### config.mk
export PLATFORM = sky130hd
export DESIGN_NAME = mouse_report_encoder
export DESIGN_NICKNAME = d
export VERILOG_FILES = /design/src/sv/mre_pkg.sv /design/src/sv/mouse_report_encoder.sv /design/src/sv/mre_front.sv /design/src/sv/mre_queue.sv /design/src/sv/mre_back.sv
export VERILOG_INCLUDE_DIRS = /design/src /design/src/sv
export SDC_FILE = /design/constraint.sdc
export NUM_CORES = 1
export LEC_CHECK = 0
export BUFFER_PORTS_ARGS = -buffer_cell sky130_fd_sc_hd__buf_2
export CAP_MARGIN = 5
export CORE_ASPECT_RATIO = 1.1
export CORE_MARGIN = 4
export CORE_UTILIZATION = 34
export CTS_BUF_LIST = sky130_fd_sc_hd__clkbuf_4
export CTS_CLUSTER_DIAMETER = 40
export DETAILED_ROUTE_END_ITERATION = 10
export HOLD_SLACK_MARGIN = 0.06
export PLACE_DENSITY_LB_ADDON = 0.05
export SYNTH_ARGS = -nofsm -noshare
export SYNTH_HDL_FRONTEND = slang
export SYNTH_HIERARCHICAL = 1
export SYNTH_SLANG_ARGS = --single-unit
### constraint.sdc
create_clock -name clk -period 15.2 [get_ports clk]
set_clock_uncertainty 0.15 [all_clocks]
set_input_delay 1.52 -clock clk [delete_from_list [all_inputs] [get_ports clk]]
set_output_delay 1.52 -clock clk [all_outputs]
set_load 0.1 [all_outputs]
### src/sv/assert_macros.svh
// Assertion macros shared by the mouse report encoder RTL.
// Each macro expects a clock named clk and an active-high reset named rst in scope.
`ifndef ASSERT_MACROS_SVH
`define ASSERT_MACROS_SVH

// Property checked at every clock edge outside reset.
`define ASSERT_CLK(lbl, prop, msg) \
  lbl: assert property (@(posedge clk) disable iff (rst) (prop)) else $error(msg);

// Same-cycle implication checked outside reset.
`define ASSERT_IMPL(lbl, ante, cons, msg) \
  lbl: assert property (@(posedge clk) disable iff (rst) (ante) |-> (cons)) else $error(msg);

`endif

### src/sv/mre_pkg.sv
// Shared types and constants for the mouse report encoder.
// No dependencies; imported by every module of the block.
package mre_pkg;

  localparam int NUM_W = 13;

  typedef enum logic [1:0] {
    MODE_OFF = 2'd0,
    MODE_X10 = 2'd1,
    MODE_SGR = 2'd2,
    MODE_RSV = 2'd3
  } mode_t;

  typedef enum logic [3:0] {
    PH_IDLE,
    PH_ESC,
    PH_LBRACKET,
    PH_LT,
    PH_XM,
    PH_NUM_CB,
    PH_SEMI1,
    PH_NUM_CX,
    PH_SEMI2,
    PH_NUM_CY,
    PH_FINAL,
    PH_X_CB,
    PH_X_CX,
    PH_X_CY
  } phase_t;

  localparam logic [7:0] CHR_ESC      = 8'h1B;
  localparam logic [7:0] CHR_LBRACKET = 8'h5B;
  localparam logic [7:0] CHR_LT       = 8'h3C;
  localparam logic [7:0] CHR_SEMI     = 8'h3B;
  localparam logic [7:0] CHR_UPPER_M  = 8'h4D;
  localparam logic [7:0] CHR_LOWER_M  = 8'h6D;
  localparam logic [7:0] CHR_ZERO     = 8'h30;
  localparam logic [7:0] X10_BIAS     = 8'd32;

  localparam logic [6:0]       BTN_RELEASE = 7'd3;
  localparam logic [NUM_W-1:0] MAX_COORD   = 13'd4094;
  localparam logic [11:0]      X10_LIMIT   = 12'd222;

  // One classified event: values are final (Cb with modifiers, 1-based coords),
  // *_top is the index of the leading decimal place (3 = thousands).
  typedef struct packed {
    logic             sgr;
    logic             pressed;
    logic [6:0]       cb;
    logic [NUM_W-1:0] cx;
    logic [NUM_W-1:0] cy;
    logic [1:0]       cb_top;
    logic [1:0]       cx_top;
    logic [1:0]       cy_top;
  } item_t;

endpackage

### src/sv/mouse_report_encoder.sv
// Mouse report encoder: X10 and SGR escape sequences, one byte per cycle unless a waiting byte is not popped.
// The first byte of an event passes the queue, the sequencer state and the output register.
// The byte sequencer emits one byte per cycle unless a waiting byte is not popped;
// queued events follow without gaps.
// Dropped events (reporting off or reserved mode, X10 coordinate overflow) are never queued.
// Reset (rst, synchronous): mode off, queue and output empty.
module mouse_report_encoder #(
  parameter int QUEUE_DEPTH = 2
) (
  input  logic        clk,
  input  logic        rst,
  input  logic        mouse_mode_we,
  input  logic [1:0]  mouse_mode_data,
  input  logic        push,
  output logic        full,
  input  logic [6:0]  button,
  input  logic [11:0] col,
  input  logic [11:0] row,
  input  logic        pressed,
  input  logic [2:0]  modifiers,
  output logic        empty,
  input  logic        pop,
  output logic [7:0]  out_byte,
  output logic        last
);
  import mre_pkg::*;

  logic [1:0] mouse_mode;
  item_t      f_item;
  logic       f_keep;
  item_t      q_item;
  logic       q_empty;
  logic       q_pop;

  always_ff @(posedge clk) begin
    if (rst) begin
      mouse_mode <= MODE_OFF;
    end else if (mouse_mode_we) begin
      mouse_mode <= mouse_mode_data;
    end
  end

  mre_front u_front (
    .mode      (mouse_mode),
    .button    (button),
    .col       (col),
    .row       (row),
    .pressed   (pressed),
    .modifiers (modifiers),
    .item      (f_item),
    .keep      (f_keep)
  );

  mre_queue #(
    .DEPTH (QUEUE_DEPTH)
  ) u_queue (
    .clk   (clk),
    .rst   (rst),
    .push  (push && f_keep),
    .wdata (f_item),
    .full  (full),
    .pop   (q_pop),
    .rdata (q_item),
    .empty (q_empty)
  );

  mre_back u_back (
    .clk      (clk),
    .rst      (rst),
    .q_empty  (q_empty),
    .item_in  (q_item),
    .q_pop    (q_pop),
    .empty    (empty),
    .pop      (pop),
    .out_byte (out_byte),
    .last     (last)
  );

endmodule

### src/sv/mre_front.sv
// Front end: classifies a mouse event into a report descriptor.
// Depends on mre_pkg.
module mre_front (
  input  logic [1:0]           mode,
  input  logic [6:0]           button,
  input  logic [11:0]          col,
  input  logic [11:0]          row,
  input  logic                 pressed,
  input  logic [2:0]           modifiers,
  output mre_pkg::item_t       item,
  output logic                 keep
);
  import mre_pkg::*;

  function automatic logic [1:0] top_place(input logic [NUM_W-1:0] v);
    logic [1:0] t;
    if (v >= NUM_W'(1000)) t = 2'd3;
    else if (v >= NUM_W'(100)) t = 2'd2;
    else if (v >= NUM_W'(10)) t = 2'd1;
    else t = 2'd0;
    return t;
  endfunction

  logic [6:0]       cb;
  logic             sgr;
  logic [NUM_W-1:0] col_sat;
  logic [NUM_W-1:0] row_sat;
  logic [NUM_W-1:0] cx;
  logic [NUM_W-1:0] cy;

  always_comb begin
    cb = button;
    if (!pressed && (button < BTN_RELEASE)) begin
      cb = BTN_RELEASE;
    end
    cb = cb | {2'b00, modifiers, 2'b00};

    sgr = (mode == MODE_SGR);
    col_sat = ({1'b0, col} > MAX_COORD) ? MAX_COORD : {1'b0, col};
    row_sat = ({1'b0, row} > MAX_COORD) ? MAX_COORD : {1'b0, row};
    cx = sgr ? col_sat + 1'b1 : {1'b0, col} + 1'b1;
    cy = sgr ? row_sat + 1'b1 : {1'b0, row} + 1'b1;

    item.sgr     = sgr;
    item.pressed = pressed;
    item.cb      = cb;
    item.cx      = cx;
    item.cy      = cy;
    item.cb_top  = top_place({{(NUM_W-7){1'b0}}, cb});
    item.cx_top  = top_place(cx);
    item.cy_top  = top_place(cy);

    keep = sgr || ((mode == MODE_X10) && (col <= X10_LIMIT) && (row <= X10_LIMIT));
  end

endmodule

### src/sv/mre_queue.sv
// Short request queue between front and back end.
// Depends on mre_pkg and assert_macros.svh.
`include "assert_macros.svh"
module mre_queue #(
  parameter int DEPTH = 2
) (
  input  logic           clk,
  input  logic           rst,
  input  logic           push,
  input  mre_pkg::item_t wdata,
  output logic           full,
  input  logic           pop,
  output mre_pkg::item_t rdata,
  output logic           empty
);
  import mre_pkg::*;

  localparam int PTR_W = (DEPTH > 1) ? $clog2(DEPTH) : 1;
  localparam int CNT_W = $clog2(DEPTH + 1);

  item_t            mem [DEPTH];
  logic [PTR_W-1:0] wr_ptr;
  logic [PTR_W-1:0] rd_ptr;
  logic [CNT_W-1:0] cnt;
  logic             do_push;
  logic             do_pop;

  assign full    = (cnt == CNT_W'(DEPTH));
  assign empty   = (cnt == '0);
  assign do_push = push && !full;
  assign do_pop  = pop && !empty;
  assign rdata   = mem[rd_ptr];

  always_ff @(posedge clk) begin
    if (do_push) begin
      mem[wr_ptr] <= wdata;
    end
  end

  always_ff @(posedge clk) begin
    if (rst) begin
      wr_ptr <= '0;
      rd_ptr <= '0;
      cnt    <= '0;
    end else begin
      if (do_push) begin
        wr_ptr <= (wr_ptr == PTR_W'(DEPTH - 1)) ? '0 : wr_ptr + 1'b1;
      end
      if (do_pop) begin
        rd_ptr <= (rd_ptr == PTR_W'(DEPTH - 1)) ? '0 : rd_ptr + 1'b1;
      end
      if (do_push && !do_pop) begin
        cnt <= cnt + 1'b1;
      end else if (do_pop && !do_push) begin
        cnt <= cnt - 1'b1;
      end
    end
  end

  `ASSERT_CLK(a_cnt_range, cnt <= CNT_W'(DEPTH), "queue count beyond depth")

endmodule

### src/sv/mre_back.sv
// Back end: sequences the report bytes into the output register, one per cycle unless a waiting byte is not popped.
// Depends on mre_pkg and assert_macros.svh.
`include "assert_macros.svh"
module mre_back (
  input  logic           clk,
  input  logic           rst,
  input  logic           q_empty,
  input  mre_pkg::item_t item_in,
  output logic           q_pop,
  output logic           empty,
  input  logic           pop,
  output logic [7:0]     out_byte,
  output logic           last
);
  import mre_pkg::*;

  phase_t           phase;
  phase_t           phase_next;
  phase_t           step_phase;
  item_t            cur;
  logic [NUM_W-1:0] num;
  logic [NUM_W-1:0] num_next;
  logic [1:0]       pidx;
  logic [1:0]       pidx_next;
  logic             out_valid;
  logic             adv;
  logic             emit;
  logic             load;
  logic [7:0]       byte_val;
  logic             byte_last;
  logic [NUM_W:0]   pl;
  logic [NUM_W:0]   mult [10];
  logic [3:0]       digit;
  logic [NUM_W-1:0] rem;
  logic             in_num;
  logic             x10_phase;

  // one decimal digit per cycle while the sequencer advances
  always_comb begin
    case (pidx)
      2'd0:    pl = (NUM_W+1)'(1);
      2'd1:    pl = (NUM_W+1)'(10);
      2'd2:    pl = (NUM_W+1)'(100);
      default: pl = (NUM_W+1)'(1000);
    endcase
    digit = '0;
    for (int k = 0; k < 10; k++) begin
      mult[k] = (NUM_W+1)'(pl * (NUM_W+1)'(k));
    end
    for (int k = 1; k < 10; k++) begin
      if ({1'b0, num} >= mult[k]) begin
        digit = digit + 4'd1;
      end
    end
    rem = NUM_W'({1'b0, num} - mult[digit]);
  end

  assign in_num = (phase == PH_NUM_CB) || (phase == PH_NUM_CX) || (phase == PH_NUM_CY);
  assign x10_phase = (phase == PH_ESC) || (phase == PH_LBRACKET) || (phase == PH_XM) ||
                     (phase == PH_X_CB) || (phase == PH_X_CX) || (phase == PH_X_CY);
  assign adv    = !out_valid || pop;
  assign emit   = (phase != PH_IDLE) && adv;
  assign load   = !q_empty && ((phase == PH_IDLE) || (emit && byte_last));
  assign q_pop  = load;
  assign empty  = !out_valid;

  always_comb begin
    byte_val   = CHR_ESC;
    byte_last  = 1'b0;
    step_phase = phase;
    num_next   = num;
    pidx_next  = pidx;
    case (phase)
      PH_IDLE: begin
        step_phase = PH_IDLE;
      end
      PH_ESC: begin
        byte_val   = CHR_ESC;
        step_phase = PH_LBRACKET;
      end
      PH_LBRACKET: begin
        byte_val   = CHR_LBRACKET;
        step_phase = cur.sgr ? PH_LT : PH_XM;
      end
      PH_LT: begin
        byte_val   = CHR_LT;
        step_phase = PH_NUM_CB;
        num_next   = {{(NUM_W-7){1'b0}}, cur.cb};
        pidx_next  = cur.cb_top;
      end
      PH_XM: begin
        byte_val   = CHR_UPPER_M;
        step_phase = PH_X_CB;
      end
      PH_NUM_CB, PH_NUM_CX, PH_NUM_CY: begin
        byte_val  = CHR_ZERO + {4'b0000, digit};
        num_next  = rem;
        pidx_next = pidx - 1'b1;
        if (pidx == 2'd0) begin
          if (phase == PH_NUM_CB) step_phase = PH_SEMI1;
          else if (phase == PH_NUM_CX) step_phase = PH_SEMI2;
          else step_phase = PH_FINAL;
        end
      end
      PH_SEMI1: begin
        byte_val   = CHR_SEMI;
        step_phase = PH_NUM_CX;
        num_next   = cur.cx;
        pidx_next  = cur.cx_top;
      end
      PH_SEMI2: begin
        byte_val   = CHR_SEMI;
        step_phase = PH_NUM_CY;
        num_next   = cur.cy;
        pidx_next  = cur.cy_top;
      end
      PH_FINAL: begin
        byte_val   = cur.pressed ? CHR_UPPER_M : CHR_LOWER_M;
        byte_last  = 1'b1;
        step_phase = PH_IDLE;
      end
      PH_X_CB: begin
        byte_val   = X10_BIAS + {1'b0, cur.cb};
        step_phase = PH_X_CX;
      end
      PH_X_CX: begin
        byte_val   = X10_BIAS + cur.cx[7:0];
        step_phase = PH_X_CY;
      end
      PH_X_CY: begin
        byte_val   = X10_BIAS + cur.cy[7:0];
        byte_last  = 1'b1;
        step_phase = PH_IDLE;
      end
      default: begin
        step_phase = PH_IDLE;
      end
    endcase

    if (load) begin
      phase_next = PH_ESC;
    end else if (emit) begin
      phase_next = step_phase;
    end else begin
      phase_next = phase;
    end
  end

  always_ff @(posedge clk) begin
    if (rst) begin
      phase <= PH_IDLE;
    end else begin
      phase <= phase_next;
    end
  end

  always_ff @(posedge clk) begin
    if (load) begin
      cur <= item_in;
    end
    if (emit) begin
      num  <= num_next;
      pidx <= pidx_next;
    end
  end

  always_ff @(posedge clk) begin
    if (rst) begin
      out_valid <= 1'b0;
    end else if (emit) begin
      out_valid <= 1'b1;
    end else if (pop) begin
      out_valid <= 1'b0;
    end
  end

  always_ff @(posedge clk) begin
    if (emit) begin
      out_byte <= byte_val;
      last     <= byte_last;
    end
  end

  `ASSERT_IMPL(a_digit_range, in_num, rem < pl, "decimal remainder not below place value")
  `ASSERT_IMPL(a_x10_phase, (phase != PH_IDLE) && !cur.sgr, x10_phase, "X10 report in SGR phase")

endmodule

Word level (Yosys, flattened, before mapping):

Memories as Yosys holds them, arrays and structs flattened. A register that Yosys moved wholly into a read port is not among the register bits.
Index checks and enable logic that the tools add are counted.

* add/subtract/negate cells: 22
* eq/ne operators: 20
* $mul: 5
* $lt $le $gt $ge: 23
* muxes and demuxes: 46
* reductions and logical operators: 35
* bitwise logic cells: 2

Operators with widths (count)
* $pmux W8 S9: 1
* $ge A13 B14 Y1: 5
* $bmux W14 S4: 1
* $mux W13: 4
* $pmux W13 S4: 1
* $mux W4: 10
* $pmux W4 S9: 1
* $pmux W10 S3: 1
* $add A4 B1 Y4 const B: 7
* $add A12 B1 Y13 const B: 2
* $add A13 B1 Y13 const B: 2
* $ge A13 B10 Y1 const B: 2
* $ge A13 B4 Y1 const B: 2
* $ge A13 B7 Y1 const B: 2
* $mul A10 B3 Y13 const B: 2
* $eq A4 B4 Y1 const B: 6
* $gt A12 B12 Y1 const B: 2
* $le A12 B8 Y1 const B: 2
* $mul A10 B2 Y12 const B: 2
* $mux W12: 2
* $add A6 B8 Y8 const A: 2
* $eq A4 B3 Y1 const B: 4
* $mux W2: 8
* $mul A10 B4 Y14 const B: 1
* 38 further kinds: 81

* bits in writable memories: 82
* output and inout bits: 11
* bits of input ports: 42
* flip-flop bits (word level): 35
* logic and storage cells: 165
* memories: 1

Memory list
* u_queue.mem: depth 2, width 41, read ports 1, clocked after Yosys merged registers in 1, wr ports 1, line mre_queue.sv:21 `item_t mem [DEPTH];`

Longest topological paths before layout:

* word-level depth: 26
* gate-level depth with buffers: 59
* gate-level depth less buffers: 58

By module:

Netlist, hierarchy kept.

Modules (own cells, without submodules)
* mre_back: area an instance 6805.3 µm², sequential area each 2052.0 µm², instances 1, cells each 739
* mre_queue: area an instance 3166.8 µm², sequential area each 2562.5 µm², instances 1, cells each 153
* mre_front: area an instance 933.4 µm², sequential area each 0.0 µm², instances 1, cells each 161
* mouse_report_encoder: area an instance 73.8 µm², sequential area each 40.0 µm², instances 1, cells each 7

Least setup slack after synthesis:

Ideal clock, no wire load.

* path type: register to register
* from: reg u_back.pidx[0]
* to: reg u_back.num[12], data pin
* path slack: 4.601 ns
* library setup time: 0.265 ns
* required time: 14.785 ns
* clock period less this slack: 10.599 ns
* data arrival time: 10.184 ns
* stages on the path, launching flop included: 55
* path buffers: 2
* path through: edfxtp_1 -> inv_1 -> ha_1 -> ha_1 -> nand2b_1 -> a21o_1 -> nand2_1 -> nand2_1 -> a211o_1 -> a21o_1 -> a21oi_1 -> nor2b_1 -> o21ai_0 -> nand2b_1 -> a2111oi_0 -> ha_1 -> xnor2_2 -> ha_1 -> (+19 left out) -> clkbuf_1 -> a221o_1 -> o211ai_1 -> ha_1 -> nor2b_1 -> o21ai_0 -> a21boi_0 -> o21ai_0 -> nand2b_1 -> a21o_1 -> a21o_1 -> a21o_1 -> nand2_1 -> a21oi_1 -> xnor2_1 -> nor2b_1 -> mux2i_1 -> nand3_1

* word-level cells in the longest chain between the ends: 26
* elaborated cells between the ends (all ways): 41
* those cells by class: add/sub (9); mul (5); order compare (9); eq/ne (2); mux (14); bitwise (1); reduce/logical (1)

RTL lines
* start, declared: line mre_back.sv:23 `logic [1:0] pidx;`
* start signal, assigned: line mre_back.sv:163 `pidx <= pidx_next;`
* $eq A2 B2 Y1, or another cell as far along: line mre_back.sv:40 `case (pidx)`
* $pmux W10 S3 *: line mre_back.sv:40
* branches (longest 19 deep; another with $ge A13 B14 Y1)
* $bmux W14 S4 *: line mre_back.sv:55 `rem = NUM_W'({1'b0, num} - mult[digit]);`
* $mux W13 (not written as such) * (2 in a row): line mre_back.sv:55
* $sub A13 B13 Y13 *: line mre_back.sv:55
* $pmux W13 S4 *: line mre_back.sv:73 `case (phase)`
* net u_back.num_next[12]: line mre_back.sv:22 `logic [NUM_W-1:0] num_next;`
* end signal, assigned: line mre_back.sv:162 `num <= num_next;`
* end, declared: line mre_back.sv:21 `logic [NUM_W-1:0] num;`

Mark *: on every way through the listed nets, which the timed path passes. The select of a mux whose other input is x is not followed.
A chain may end at the register's enable or synchronous reset.

Final worst setup path:

Same ends and word-level chain as after synthesis.

==> impl_metrics.ini <==
[power_and_ir_drop]
seqPwrFrac_pct = 60.0
p_sw_mw = 0.2235
ir_drop_mv = 0.05350
power_mw = 0.8502
swShare_pct = 26.29
internal_power_mw = 0.6267
power_leakage_nw = 4.392
combPwrFrac_pct = 9.1
pwr-share-clk_pct = 30.9
p_per_area_nw_per_um2 = 71.13

[cts]
cts-root-buf = clkbuf_4
clockBufferDepth = 2
cts_buffers = 17
clock_insertion_delay_worst_skew_ps = 580
clk_pin_slew_worst_paths_ps = 140
numClockSinks = 159
cts_resized = 0
h-tree-depth = 4
tritoncts = yes
cts_hold_buf = 0
post_cts_buffers = 0

[finish]
seq_area_um2 = 4656
multi_input_area_um2 = 5893
final_nets = 1230
drive_above_1_share_pct = 15.84
area_growth_pct = 8.866
nFillCells = 3256

[worst_setup_path]
max_stage_delay_ps = 690
crit_slowest_cell = ha_1
crit_top_cell = ha_1
r2r_setup_slack_ps = 2740
critPathMaxFanout = 25
crit_path_end_kind = flop
critPathArrivalTime_ps = 12650
crit_type = reg2reg
start_kind = flop
crit_required_ps = 15390

[synthesis]
synth_ff_type = edfxtp_1
async_flop_share_pct = 0
synth_cells = 1060
yosysSeqAreaShare_pct = 42.39
ys_ff_latch = 159
synth_fa_ha_area_share_pct = 11.08
synth_top_family_by_area = compound AO/OA/AOI/OAI gates
synth-xor-area-share_pct = 4.274
synthDistinctLibCells = 91
synthesis.nets = 1198
synth_mux_area_share_pct = 6.085
synth_area_per_cell_um2 = 10.36
yosys.area_share.simple_pct = 13.56
synth_compound_area_share_pct = 18.35
synth-edff-count = 147
yosys_warnings = 6
syn-cell-area_um2 = 10980

[detailed_routing]
drc = 0
first_pass_iters = 5
drtIter0Drc = 498
wl_per_cell_um = 19.40
wl_um = 29630
via_per_inst = 5.384
num_vias = 8222
ant_nets = 0

[placed_design]
dp_hpwl_um = 22230
port_buffers = 52
globalplace.congestion = 0.8372

[floorplan]
io_pins = 53
start_util_pct = 34.69
die_h_um = 196.5
coreArea_um2 = 31650
dieArea_um2 = 35230
rows = 68
die_w_um = 179.3

[worst_hold_path]
min_path_type = reg2reg

[sta]
slew_headroom_pct = 38.17
setup-violations-final = 0
fin_tns_setup_ps = 0
fin_crit_sh_pct = 81.97
max_freq_ghz = 0.08026
grt_setup_unrepaired = false
hold_violations = 0
worst_pin_slew_ps = 926.4
slew_viol_final = 0
period_needed_ps = 12460

[grt]
overflow = 0
grt_pass1_vias = 8119
grt_max_degree = 45
grt_first_pass_wirelength_um = 47200
antenna_found_initial = 1
grtUsageTotal_pct = 17.26

[status]
status = finished, final reports clean

[run]
drv_cap = 0
==> metal layers <==
layer	part of all wire, %	wire length, um	track usage (%)	vias to the layer above
met3	2.5	729	2.225	20
met1	46	13590	23.10	3965
li1	-	-	-	4097
met2	50	14930	29.92	140
met5	0	0	0	-
met4	1.3	382	3.781	0
==> path summary, 6_finish.rpt <==
path                                                   from                           to  cells past startpoint
worst max-delay path               u_back/pidx[0]$_DFFE_PP_     u_back/num[12]$_DFFE_PP_                     51
worst min-delay path            u_queue/wr_ptr$_SDFFE_PP0P_  u_queue/wr_ptr$_SDFFE_PP0P_                      2
worst max register to register     u_back/pidx[0]$_DFFE_PP_     u_back/num[12]$_DFFE_PP_                     51
worst min register to register  u_queue/wr_ptr$_SDFFE_PP0P_  u_queue/wr_ptr$_SDFFE_PP0P_                      2
==> logic make-up after synthesis <==
| logic type | Yosys count |
|---|---|
| flip-flops | 159 |
| buffers and inverters | 112 |
| adder cells (fa/ha/maj) | 96 |
| XOR/XNOR | 41 |
| AO/OA/AOI/OAI | 295 |
| multiplexers | 59 |
| AND/OR/NAND/NOR | 298 |
==> layout make-up <==
type	count	share of cell area (%)
multi-input cells	789	49.30
inverters	60	1.884
clock buffers	18	1.131
repair buffers	65	2.994
flip-flops and latches	159	38.95
clock inverters	14	1.298
well taps	420	4.397
diodes	2	0.04187
==> state kept, by name (all words and copies together) (netlist names), named ones only <==
signal	flops
u_back/phase	4
u_back/out_valid	1
u_back/last	1
u_queue/wr_ptr	1
u_back/out_byte	8
u_back/pidx	2
u_queue/rd_ptr	1
mouse_mode	2
u_back/num	13
u_queue/mem	82
u_queue/cnt	2
u_back/cur	41
==> power groups by stage <==
stage          clock [mW]  combinational, mW  sequential, mW
6_report            0.263             0.0770           0.510
5_1_grt             0.293             0.0857           0.512
3_5_place_dp            0             0.0780           0.521
3_3_place_gp            0             0.0781           0.521
2_1_floorplan           0             0.0459           0.520
4_1_cts             0.274             0.0785           0.511
==> worst max-delay path: cells and delay by family, from the launching register on <==
kind	cells	cell delay, ps
AOI/OAI and AO/OA	18	4060
adders and majority gates	10	3570
muxes	5	1430
and+or+nand+nor	13	1270
buffers and inverters	3	780
DFF	1	550
xor gates and xnor gates	2	400
==> synth_stat cells (all sizes together), types with 25 or more instances <==
master | n | share of area, %
nor3 | 25 | 1.1
nor2 | 86 | 3.0
o21ai | 67 | 3.1
mux2 | 42 | 4.3
ha | 94 | 11
xnor2 | 25 | 2.6
clkbuf | 26 | 0.89
edfxtp | 147 | 40
buf | 26 | 1.3
a21oi | 68 | 3.3
nand2 | 63 | 2.2
inv | 58 | 2.0
==> through the flow <==
step / worst slack, ps / instances / hold slack [ps] / util (%) / instance area [um2]
6_report: 2741 / 1527 / 354.1 / 37.76 / 11950
5_1_grt: 1804 / 1527 / 399.7 / 37.76 / 11950
4_1_cts: 2757 / 1525 / 361.6 / 37.75 / 11950
3_5_place_dp: 2810 / 1493 / 343.2 / 36.83 / 11660
3_3_place_gp: 3026 / 1493 / 318.2 / 36.83 / 11660
2_1_floorplan: 4601 / 1060 / 301.6 / - / 10980
==> cells in the final DEF (no fill, tap or decap), drive strengths merged, types with 25 or more instances in the layout <==
cell	n
nor2	86
a21oi	68
o21ai	67
xnor2	25
nand2	63
edfxtp	147
nor3	25
buf	65
inv	63
ha	94
mux2	42
(Power assumes the default switching activity.)
